**config.mk**
```make
export PLATFORM = sky130hd
export DESIGN_NAME = node_presence_supervisor
export DESIGN_NICKNAME = d
export VERILOG_FILES = /design/src/hw/rtl/nps_pkg.sv /design/src/hw/rtl/nps_engine.sv /design/src/hw/rtl/node_presence_supervisor.sv
export VERILOG_INCLUDE_DIRS = /design/src /design/src/hw/rtl
export SDC_FILE = /design/constraint.sdc
export NUM_CORES = 1
export LEC_CHECK = 0
export BUFFER_PORTS_ARGS = -buffer_cell sky130_fd_sc_hd__buf_2
export CORE_UTILIZATION = 35
export CTS_CLUSTER_DIAMETER = 30
export DETAILED_ROUTE_END_ITERATION = 16
export HOLD_SLACK_MARGIN = 0.15
export PLACE_DENSITY_LB_ADDON = 0.08
export SYNTH_ARGS = -nofsm -noshare
export SYNTH_HDL_FRONTEND = slang
export SYNTH_SLANG_ARGS = --single-unit
```
**constraint.sdc**
```tcl
create_clock -name clk_i -period 3 [get_ports clk_i]
set_input_delay 0.3 -clock clk_i [delete_from_list [all_inputs] [get_ports clk_i]]
set_output_delay 0.3 -clock clk_i [all_outputs]
set_load 0.02 [all_outputs]
```
**src/hw/rtl/node_presence_supervisor_macros.svh**
```systemverilog
// Assertion macros shared by the supervisor RTL.
`ifndef NODE_PRESENCE_SUPERVISOR_MACROS_SVH
`define NODE_PRESENCE_SUPERVISOR_MACROS_SVH

`ifndef SYNTHESIS

// Plain property, checked at every clock edge outside reset.
`define NPS_ASSERT(lbl, clk, rstn, prop) \
  lbl: assert property (@(posedge clk) disable iff (!rstn) (prop)) \
    else $error("nps assertion failed");

// Same-cycle implication.
`define NPS_ASSERT_IMP(lbl, clk, rstn, ante, cons) \
  lbl: assert property (@(posedge clk) disable iff (!rstn) (ante) |-> (cons)) \
    else $error("nps implication failed");

`else

`define NPS_ASSERT(lbl, clk, rstn, prop)
`define NPS_ASSERT_IMP(lbl, clk, rstn, ante, cons)

`endif

`endif

```
**src/hw/rtl/nps_pkg.sv**
```systemverilog
package nps_pkg;

  localparam int unsigned CFG_IDX_W  = 2;
  localparam int unsigned CFG_DATA_W = 20;
  localparam int unsigned TICKS_W    = 20;

  typedef enum logic [CFG_IDX_W-1:0] {
    REG_OWN_DEVICE_TYPE   = 2'd0,
    REG_OFFLINE_TIMEOUT   = 2'd1,
    REG_ANNOUNCE_RETRY    = 2'd2,
    REG_PERIODIC_INTERVAL = 2'd3
  } nps_reg_e;

  localparam logic [7:0]         RST_OWN_DEVICE_TYPE   = 8'd0;
  localparam logic [TICKS_W-1:0] RST_OFFLINE_TIMEOUT   = 20'd60000;
  localparam logic [TICKS_W-1:0] RST_ANNOUNCE_RETRY    = 20'd5000;
  localparam logic [TICKS_W-1:0] RST_PERIODIC_INTERVAL = 20'd10000;

  typedef enum logic [2:0] {
    CMD_TICK       = 3'd0,
    CMD_MESH_READY = 3'd1,
    CMD_MESH_RESET = 3'd2,
    CMD_HEARTBEAT  = 3'd3,
    CMD_ONLINE_ACK = 3'd4,
    CMD_SET_WARN   = 3'd5
  } nps_cmd_e;

  typedef enum logic [2:0] {
    LIGHT_UNPROVISIONED = 3'd0,
    LIGHT_ERROR         = 3'd1,
    LIGHT_WAIT_GATEWAY  = 3'd2,
    LIGHT_WARNING       = 3'd3,
    LIGHT_ONLINE        = 3'd4
  } nps_light_e;

  localparam int unsigned FLAG_PROVISIONED = 0;
  localparam int unsigned FLAG_REACHABLE   = 1;
  localparam int unsigned FLAG_ALERT       = 2;

  typedef struct packed {
    logic [2:0] command;
    logic [7:0] ack_device_type;
    logic [7:0] ack_token;
    logic       warning_value;
    logic       provisioned;
  } nps_in_t;

  typedef struct packed {
    logic       send_announce;
    logic [7:0] announce_token;
    logic       ack_accepted;
    logic       ack_first;
    logic       gateway_lost;
    logic       periodic_pulse;
    logic [2:0] light_mode;
    logic [2:0] state_flags;
  } nps_out_t;

  typedef struct packed {
    logic [7:0]         own_device_type;
    logic [TICKS_W-1:0] offline_timeout_ticks;
    logic [TICKS_W-1:0] announce_retry_ticks;
    logic [TICKS_W-1:0] periodic_interval_ticks;
  } nps_cfg_t;

endpackage

```
**src/hw/rtl/nps_engine.sv**
```systemverilog
module nps_engine #(
  parameter int unsigned COUNT_WIDTH = 20
) (
  input  logic              clk_i,
  input  logic              rst_ni,
  input  logic              accept_i,
  input  nps_pkg::nps_in_t  item_i,
  input  nps_pkg::nps_cfg_t cfg_i,
  output nps_pkg::nps_out_t result_o
);

  logic ready_q, ready_d;
  logic reach_q, reach_d;
  logic expired_q, expired_d;
  logic acked_q, acked_d;
  logic warn_q, warn_d;
  logic [7:0] token_q, token_d;
  logic [COUNT_WIDTH-1:0] wd_cnt_q, wd_cnt_d;
  logic [COUNT_WIDTH-1:0] rt_cnt_q, rt_cnt_d;
  logic [COUNT_WIDTH-1:0] pd_cnt_q, pd_cnt_d;
  logic wd_armed_q, wd_armed_d;
  logic rt_armed_q, rt_armed_d;
  logic pd_armed_q, pd_armed_d;

  // reloads: zero-extend or truncate to the counter width
  logic [COUNT_WIDTH+nps_pkg::TICKS_W-1:0] wd_ext, rt_ext, pd_ext;
  logic [COUNT_WIDTH-1:0] wd_reload, rt_reload, pd_reload;

  assign wd_ext    = {{COUNT_WIDTH{1'b0}}, cfg_i.offline_timeout_ticks};
  assign rt_ext    = {{COUNT_WIDTH{1'b0}}, cfg_i.announce_retry_ticks};
  assign pd_ext    = {{COUNT_WIDTH{1'b0}}, cfg_i.periodic_interval_ticks};
  assign wd_reload = wd_ext[COUNT_WIDTH-1:0];
  assign rt_reload = rt_ext[COUNT_WIDTH-1:0];
  assign pd_reload = pd_ext[COUNT_WIDTH-1:0];

  logic wd_fire, rt_fire, pd_fire;
  assign wd_fire = wd_armed_q && (wd_cnt_q <= COUNT_WIDTH'(1));
  assign rt_fire = rt_armed_q && (rt_cnt_q <= COUNT_WIDTH'(1));
  assign pd_fire = pd_armed_q && (pd_cnt_q <= COUNT_WIDTH'(1));

  logic ack_match;
  assign ack_match = ready_q && (item_i.ack_device_type == cfg_i.own_device_type)
                     && (item_i.ack_token == token_q);

  logic ann_do, ann_en;
  logic send, accepted, first, lost, pulse;

  always_comb begin
    ready_d    = ready_q;
    reach_d    = reach_q;
    expired_d  = expired_q;
    acked_d    = acked_q;
    warn_d     = warn_q;
    token_d    = token_q;
    wd_cnt_d   = wd_cnt_q;
    rt_cnt_d   = rt_cnt_q;
    pd_cnt_d   = pd_cnt_q;
    wd_armed_d = wd_armed_q;
    rt_armed_d = rt_armed_q;
    pd_armed_d = pd_armed_q;
    ann_do     = 1'b0;
    ann_en     = 1'b0;
    accepted   = 1'b0;
    first      = 1'b0;
    lost       = 1'b0;
    pulse      = 1'b0;

    case (item_i.command)
      nps_pkg::CMD_TICK: begin
        if (wd_armed_q && !wd_fire) wd_cnt_d = wd_cnt_q - COUNT_WIDTH'(1);
        if (rt_armed_q && !rt_fire) rt_cnt_d = rt_cnt_q - COUNT_WIDTH'(1);
        if (pd_armed_q && !pd_fire) pd_cnt_d = pd_cnt_q - COUNT_WIDTH'(1);
        if (wd_fire) begin
          wd_armed_d = 1'b0;
        end
        // a fresh gateway loss takes over the retry's announcement
        if (wd_fire && !expired_q) begin
          reach_d   = 1'b0;
          expired_d = 1'b1;
          acked_d   = 1'b0;
          token_d   = token_q + 8'd1;
          lost      = 1'b1;
          ann_do    = 1'b1;
          ann_en    = ready_q;
        end else if (rt_fire) begin
          ann_do = 1'b1;
          ann_en = ready_q && !acked_q;
        end
        if (pd_fire) begin
          pulse    = 1'b1;
          pd_cnt_d = pd_reload;
        end
      end
      nps_pkg::CMD_MESH_READY: begin
        ready_d    = 1'b1;
        reach_d    = 1'b0;
        expired_d  = 1'b0;
        acked_d    = 1'b0;
        token_d    = token_q + 8'd1;
        ann_do     = 1'b1;
        ann_en     = 1'b1;
        pulse      = 1'b1;
        pd_cnt_d   = pd_reload;
        pd_armed_d = 1'b1;
        wd_cnt_d   = wd_reload;
        wd_armed_d = 1'b1;
      end
      nps_pkg::CMD_MESH_RESET: begin
        ready_d    = 1'b0;
        reach_d    = 1'b0;
        expired_d  = 1'b0;
        acked_d    = 1'b0;
        warn_d     = 1'b0;
        wd_armed_d = 1'b0;
        rt_armed_d = 1'b0;
        pd_armed_d = 1'b0;
      end
      nps_pkg::CMD_HEARTBEAT: begin
        reach_d    = 1'b1;
        expired_d  = 1'b0;
        if (!reach_q && !acked_q) begin
          ann_do = 1'b1;
          ann_en = ready_q;
        end
        wd_cnt_d   = wd_reload;
        wd_armed_d = 1'b1;
      end
      nps_pkg::CMD_ONLINE_ACK: begin
        if (ack_match) begin
          accepted   = 1'b1;
          first      = !acked_q;
          acked_d    = 1'b1;
          reach_d    = 1'b1;
          expired_d  = 1'b0;
          rt_armed_d = 1'b0;
          wd_cnt_d   = wd_reload;
          wd_armed_d = 1'b1;
        end
      end
      nps_pkg::CMD_SET_WARN: begin
        warn_d = item_i.warning_value;
      end
      default: begin
      end
    endcase

    send = ann_do && ann_en;
    if (ann_do) begin
      rt_armed_d = ann_en;
      if (ann_en) rt_cnt_d = rt_reload;
    end
  end

  nps_pkg::nps_light_e light;
  always_comb begin
    if (!ready_d) begin
      light = nps_pkg::LIGHT_UNPROVISIONED;
    end else if (expired_d) begin
      light = nps_pkg::LIGHT_ERROR;
    end else if (!reach_d || !acked_d) begin
      light = nps_pkg::LIGHT_WAIT_GATEWAY;
    end else if (warn_d) begin
      light = nps_pkg::LIGHT_WARNING;
    end else begin
      light = nps_pkg::LIGHT_ONLINE;
    end
  end

  always_comb begin
    result_o.send_announce  = send;
    result_o.announce_token = token_d;
    result_o.ack_accepted   = accepted;
    result_o.ack_first      = first;
    result_o.gateway_lost   = lost;
    result_o.periodic_pulse = pulse;
    result_o.light_mode     = light;
    result_o.state_flags    = '0;
    result_o.state_flags[nps_pkg::FLAG_PROVISIONED] = item_i.provisioned;
    result_o.state_flags[nps_pkg::FLAG_REACHABLE]   = reach_d;
    result_o.state_flags[nps_pkg::FLAG_ALERT]       = warn_d;
  end

  always_ff @(posedge clk_i or negedge rst_ni) begin
    if (!rst_ni) begin
      ready_q    <= 1'b0;
      reach_q    <= 1'b0;
      expired_q  <= 1'b0;
      acked_q    <= 1'b0;
      warn_q     <= 1'b0;
      token_q    <= 8'd0;
      wd_cnt_q   <= '0;
      rt_cnt_q   <= '0;
      pd_cnt_q   <= '0;
      wd_armed_q <= 1'b0;
      rt_armed_q <= 1'b0;
      pd_armed_q <= 1'b0;
    end else if (accept_i) begin
      ready_q    <= ready_d;
      reach_q    <= reach_d;
      expired_q  <= expired_d;
      acked_q    <= acked_d;
      warn_q     <= warn_d;
      token_q    <= token_d;
      wd_cnt_q   <= wd_cnt_d;
      rt_cnt_q   <= rt_cnt_d;
      pd_cnt_q   <= pd_cnt_d;
      wd_armed_q <= wd_armed_d;
      rt_armed_q <= rt_armed_d;
      pd_armed_q <= pd_armed_d;
    end
  end

endmodule

```
**src/hw/rtl/node_presence_supervisor.sv**
```systemverilog
// Channel   Direction  Handshake              Payload
// in        input      in_valid_i/in_stall_o  nps_in_t   (one event)
// out       output     out_valid_o/out_stall_i nps_out_t (one status result)
// cfg       input      cfg_we_i               cfg_index_i, cfg_wdata_i
//
// One event per cycle while in_stall_o is low; its result reaches out_data_o the
// cycle after the transfer, later when earlier results are held by a stalled output.
// Engine flags, token and counters all update in the same cycle the event is taken.
// Output register plus one skid entry: input keeps flowing while a result is stalled;
// in_stall_o rises only once both entries hold results.
// Async active-low reset clears flags, counters (unarmed) and config to defaults.
`include "node_presence_supervisor_macros.svh"

module node_presence_supervisor #(
  parameter int unsigned COUNT_WIDTH = 20
) (
  input  logic                                clk_i,
  input  logic                                rst_ni,
  input  logic                                in_valid_i,
  output logic                                in_stall_o,
  input  nps_pkg::nps_in_t                    in_data_i,
  output logic                                out_valid_o,
  input  logic                                out_stall_i,
  output nps_pkg::nps_out_t                   out_data_o,
  input  logic                                cfg_we_i,
  input  logic [nps_pkg::CFG_IDX_W-1:0]       cfg_index_i,
  input  logic [nps_pkg::CFG_DATA_W-1:0]      cfg_wdata_i
);

  nps_pkg::nps_cfg_t cfg_q;

  always_ff @(posedge clk_i or negedge rst_ni) begin
    if (!rst_ni) begin
      cfg_q.own_device_type         <= nps_pkg::RST_OWN_DEVICE_TYPE;
      cfg_q.offline_timeout_ticks   <= nps_pkg::RST_OFFLINE_TIMEOUT;
      cfg_q.announce_retry_ticks    <= nps_pkg::RST_ANNOUNCE_RETRY;
      cfg_q.periodic_interval_ticks <= nps_pkg::RST_PERIODIC_INTERVAL;
    end else if (cfg_we_i) begin
      case (nps_pkg::nps_reg_e'(cfg_index_i))
        nps_pkg::REG_OWN_DEVICE_TYPE:   cfg_q.own_device_type <= cfg_wdata_i[7:0];
        nps_pkg::REG_OFFLINE_TIMEOUT:   cfg_q.offline_timeout_ticks <= cfg_wdata_i;
        nps_pkg::REG_ANNOUNCE_RETRY:    cfg_q.announce_retry_ticks <= cfg_wdata_i;
        nps_pkg::REG_PERIODIC_INTERVAL: cfg_q.periodic_interval_ticks <= cfg_wdata_i;
        default: begin
        end
      endcase
    end
  end

  logic in_xfer, out_xfer;
  logic out_valid_q, skid_valid_q;
  nps_pkg::nps_out_t out_q, skid_q, result;

  assign in_stall_o = skid_valid_q;
  assign in_xfer    = in_valid_i && !in_stall_o;
  assign out_xfer   = out_valid_q && !out_stall_i;

  nps_engine #(
    .COUNT_WIDTH(COUNT_WIDTH)
  ) u_engine (
    .clk_i    (clk_i),
    .rst_ni   (rst_ni),
    .accept_i (in_xfer),
    .item_i   (in_data_i),
    .cfg_i    (cfg_q),
    .result_o (result)
  );

  always_ff @(posedge clk_i or negedge rst_ni) begin
    if (!rst_ni) begin
      out_valid_q  <= 1'b0;
      skid_valid_q <= 1'b0;
    end else begin
      if (out_xfer) begin
        if (skid_valid_q) begin
          skid_valid_q <= 1'b0;
        end else begin
          out_valid_q <= in_xfer;
        end
      end else if (in_xfer) begin
        if (out_valid_q) begin
          skid_valid_q <= 1'b1;
        end else begin
          out_valid_q <= 1'b1;
        end
      end
    end
  end

  always_ff @(posedge clk_i) begin
    if (out_xfer) begin
      if (skid_valid_q) begin
        out_q <= skid_q;
      end else if (in_xfer) begin
        out_q <= result;
      end
    end else if (in_xfer) begin
      if (out_valid_q) begin
        skid_q <= result;
      end else begin
        out_q <= result;
      end
    end
  end

  assign out_valid_o = out_valid_q;
  assign out_data_o  = out_q;

  logic chk_first, chk_online, chk_reach, chk_accepted;
  assign chk_first    = out_valid_o && out_data_o.ack_first;
  assign chk_online   = out_valid_o && (out_data_o.light_mode == nps_pkg::LIGHT_ONLINE);
  assign chk_reach    = out_data_o.state_flags[nps_pkg::FLAG_REACHABLE];
  assign chk_accepted = out_valid_o && out_data_o.ack_accepted;

  `NPS_ASSERT_IMP(a_skid_behind_out, clk_i, rst_ni, skid_valid_q, out_valid_q)
  `NPS_ASSERT_IMP(a_first_needs_accept, clk_i, rst_ni, chk_first, out_data_o.ack_accepted)
  `NPS_ASSERT_IMP(a_online_reachable, clk_i, rst_ni, chk_online, chk_reach)
  `NPS_ASSERT_IMP(a_no_send_on_accept, clk_i, rst_ni, chk_accepted, !out_data_o.send_announce)

endmodule

```
==> results by group <==
Layout
  • Fin cells: 1347
  • Final #Nets: 1054
  • FF+latch area: between 4000 and 5000 um2
  • Most frequent cells in the layout: dfrtp_1, a21oi_1, nor2_1, mux2_2
  • Commonest non-fill, non-tap cell in the layout: dfrtp_1
  • Fillers: roughly 2600
  • Final core utilization: 42.0%
  • Share of layout cells above drive strength 1: 26.1%
  • P&R area growth vs syn: 17.7%
  • Multi-input logic area: between 4000 and 5000 um2
  • Ant diodes: 0

Critical path
  • Worst path max stage delay: 0.55 ns
  • Reg2Reg Setup Slack: approximately 0.24 ns
  • CP Max Fanout: 13
  • Reg2reg path depth: 7
  • Crit path DAT: 3.04 ns
  • Critical path class: reg2reg
  • Crit-path slowest cell: or4_1
  • Crit end category: flop
  • CP startpoint kind: flop
  • Crit path cell chain: or4_1, or4_1, nor4_4, or2_4, nand2_1, o311ai_0, o311ai_0
  • Req. time, crit path: between 3 and 4 ns

Outcome
  • Status: completed

Clock network
  • CTS root buf: clkbuf_16
  • Max clock buf depth: 2
  • Inserted Clock Buffers: 17
  • Clock Sinks: 184
  • Post-CTS setup buffers: 0
  • H-Tree Level Count: 4
  • CTS tree: built
  • Clock slew at reported path FFs: 0.07 ns
  • Clk_lat worst skew: 0.43 ns

Floorplanning
  • Initial Util: a little over a third
  • Die W: 165 um
  • Die Ht: 165 um
  • Top-Level Pins: 69
  • Num rows: slightly below 60
  • Core area: ~26000 um2
  • Full die area: 27100 um2

Placed design
  • PortBufs: 68
  • Cells after DPL: 1311
  • Routability cong.: about 0.80
  • HPWL after detailed placement: 17.4 mm

Yosys
  • Mean area per synthesized cell: 10.2 um2
  • Cell variety after synth: 64
  • Ys flop type: dfrtp_1
  • Asr flop ratio synth: around 79%
  • Seq cells post-synth: 184
  • Yosys warns: 0
  • EDFF count, synth: 38
  • Post-Syn Nets: 967
  • Register area share after synthesis: 52.0%
  • Cells after Synth: 912
  • Synthesized area: 9260 um2

Timing
  • Crit path time final: 2.76 ns
  • Final setup violation count: 0
  • Hold WS: 0.162 ns
  • Slew headroom: between 40 and 50%
  • Final TNS setup: 0 ns
  • Final Hold Vio Count: 0
  • Max-slew violation count: 0
  • Final Cycle Share: 91.9%
  • Worst-Margin Slew: 0.761 ns
  • Max Freq: ~360 MHz
  • Setup clock skew after layout: 0.0146 ns
  • RSZ-0062 raised after global routing: false

GRT
  • Vias in the first global route: 6882
  • Total gr overflow: 0
  • GRT Overall Usage: 19.0%
  • Largest net degree at the start of global routing: 78
  • Initial antenna violation count: 0
  • First-pass GRT wire length: ~39 mm

Route
  • Detail Route Antenna Nets: 0
  • Vias per cell: about 5.3
  • Pre-antenna DRT Iters: 5
  • Number of remaining DRC errors: 0
  • Avg WL per Cell: approximately 18 um
  • Final WL: ~25 mm
  • DR iter-0 viols: 503
  • Vias post-DR: 7152

Power and ir drop
  • Worst VDD drop: between 0.4 and 0.5 mV
  • Pleak: 0.00442 uW
  • Pwr/cell area: approximately 800 nW/um2

Flow run
  • Max_cap viols: 0

Worst hold path
  • Min-delay worst type: in2reg
  • Hold depth: 2
[cells by family (layout without fill, tap and decap cells)]
logic type | count (synthesis) | after routing | synth area share, %
simple gates | 313 | 313 | 17.3
compound gates | 231 | 231 | 14.7
flops | 184 | 184 | 52.0
mux | 76 | 76 | 9.23
buf+inv | 71 | 171 | 2.99
xor+xnor | 30 | 30 | 2.84
fa+ha+maj | 7 | 7 | 0.946
[per-stage QoR]
stage,total power [uW],area [um2],worst slack (ns)
floorplan,5540,9260,0.411
global placement,6410,10200,0.210
detailed placement,6430,10200,0.0845
CTS,8930,10900,0.0937
global route,9450,10900,0.0261
finish,8850,10900,0.242
[flip-flops by register name, indices dropped and copies added (netlist names)]
signal	count
cfg_q	68
u_engine.pd_cnt_q	20
u_engine.rt_cnt_q	20
u_engine.wd_cnt_q	20
out_data_o	19
skid_q	19
u_engine.token_q	8
in_stall_o	1
out_valid_o	1
u_engine.acked_q	1
u_engine.expired_q	1
u_engine.pd_armed_q	1
u_engine.reach_q	1
u_engine.ready_q	1
u_engine.rt_armed_q	1
u_engine.warn_q	1
u_engine.wd_armed_q	1
[synth_stat cells, drive strengths merged, types with 17 or more instances]
| library cell | number | area [um2] |
|---|---|---|
| dfrtp | 129 | 3230 |
| edfxtp | 38 | 1140 |
| inv | 21 | 78.8 |
| clkbuf | 37 | 139 |
| nor3 | 36 | 185 |
| a21oi | 93 | 465 |
| dfstp | 17 | 447 |
| nor4 | 20 | 165 |
| nor2 | 79 | 297 |
| nand2 | 67 | 251 |
| o21ai | 72 | 360 |
| mux2 | 75 | 845 |
| nand3 | 36 | 180 |
[routing by layer]
metal,vias to the layer above,global-route usage [%],wire (um)
met5,-,0,0
met4,0,5.30,473
met3,16,2.56,598
met2,105,29.0,11000
met1,3514,28.0,12500
li1,3517,-,-
[final timing paths]
kind,endpoint,start
worst min-delay path,cfg_q[52],cfg_wdata_i[12]
max in group asynchronous,cfg_q[54],rst_ni
worst max register to register,u_engine.pd_cnt_q[13],u_engine.pd_cnt_q[10]
worst max-delay path,u_engine.pd_cnt_q[13],u_engine.pd_cnt_q[10]
min in group asynchronous,u_engine.token_q[7],rst_ni
worst min register to register,cfg_q[7],cfg_q[7]
[critical path, delay by kind of cell (launching register included)]
kind	cells	cell delay, ns
AOI/OAI and AO/OA	2	0.31
and+or+nand+nor	5	1.87
DFF	1	0.43
[report_power, final]
group	total, uW	internal, uW	leakage, uW	switching [uW]
clock	2470	1350	0.000299	1110
sequential	4050	3380	0.00212	665
combinational	2330	976	0.00200	1360
[what timing repair did]
action / in CTS / in global routing
hold buffers: 4 / 0
endpoints found under the hold margin: 69 / 0
setup endpoints to repair: 0 / 5
resized for setup: 0 / 3
[layout make-up]
cell class / count / share of cell area, %
Sequential cell: 184 / 44.2
Multi-Input combinational cell: 657 / 38.5
Timing Repair Buffer: 117 / 6.87
Clock buffer: 17 / 3.90
Tap cell: 335 / 3.84
Clock inverter: 15 / 1.97
Inverter: 22 / 0.757
(Power assumes the default switching activity.)
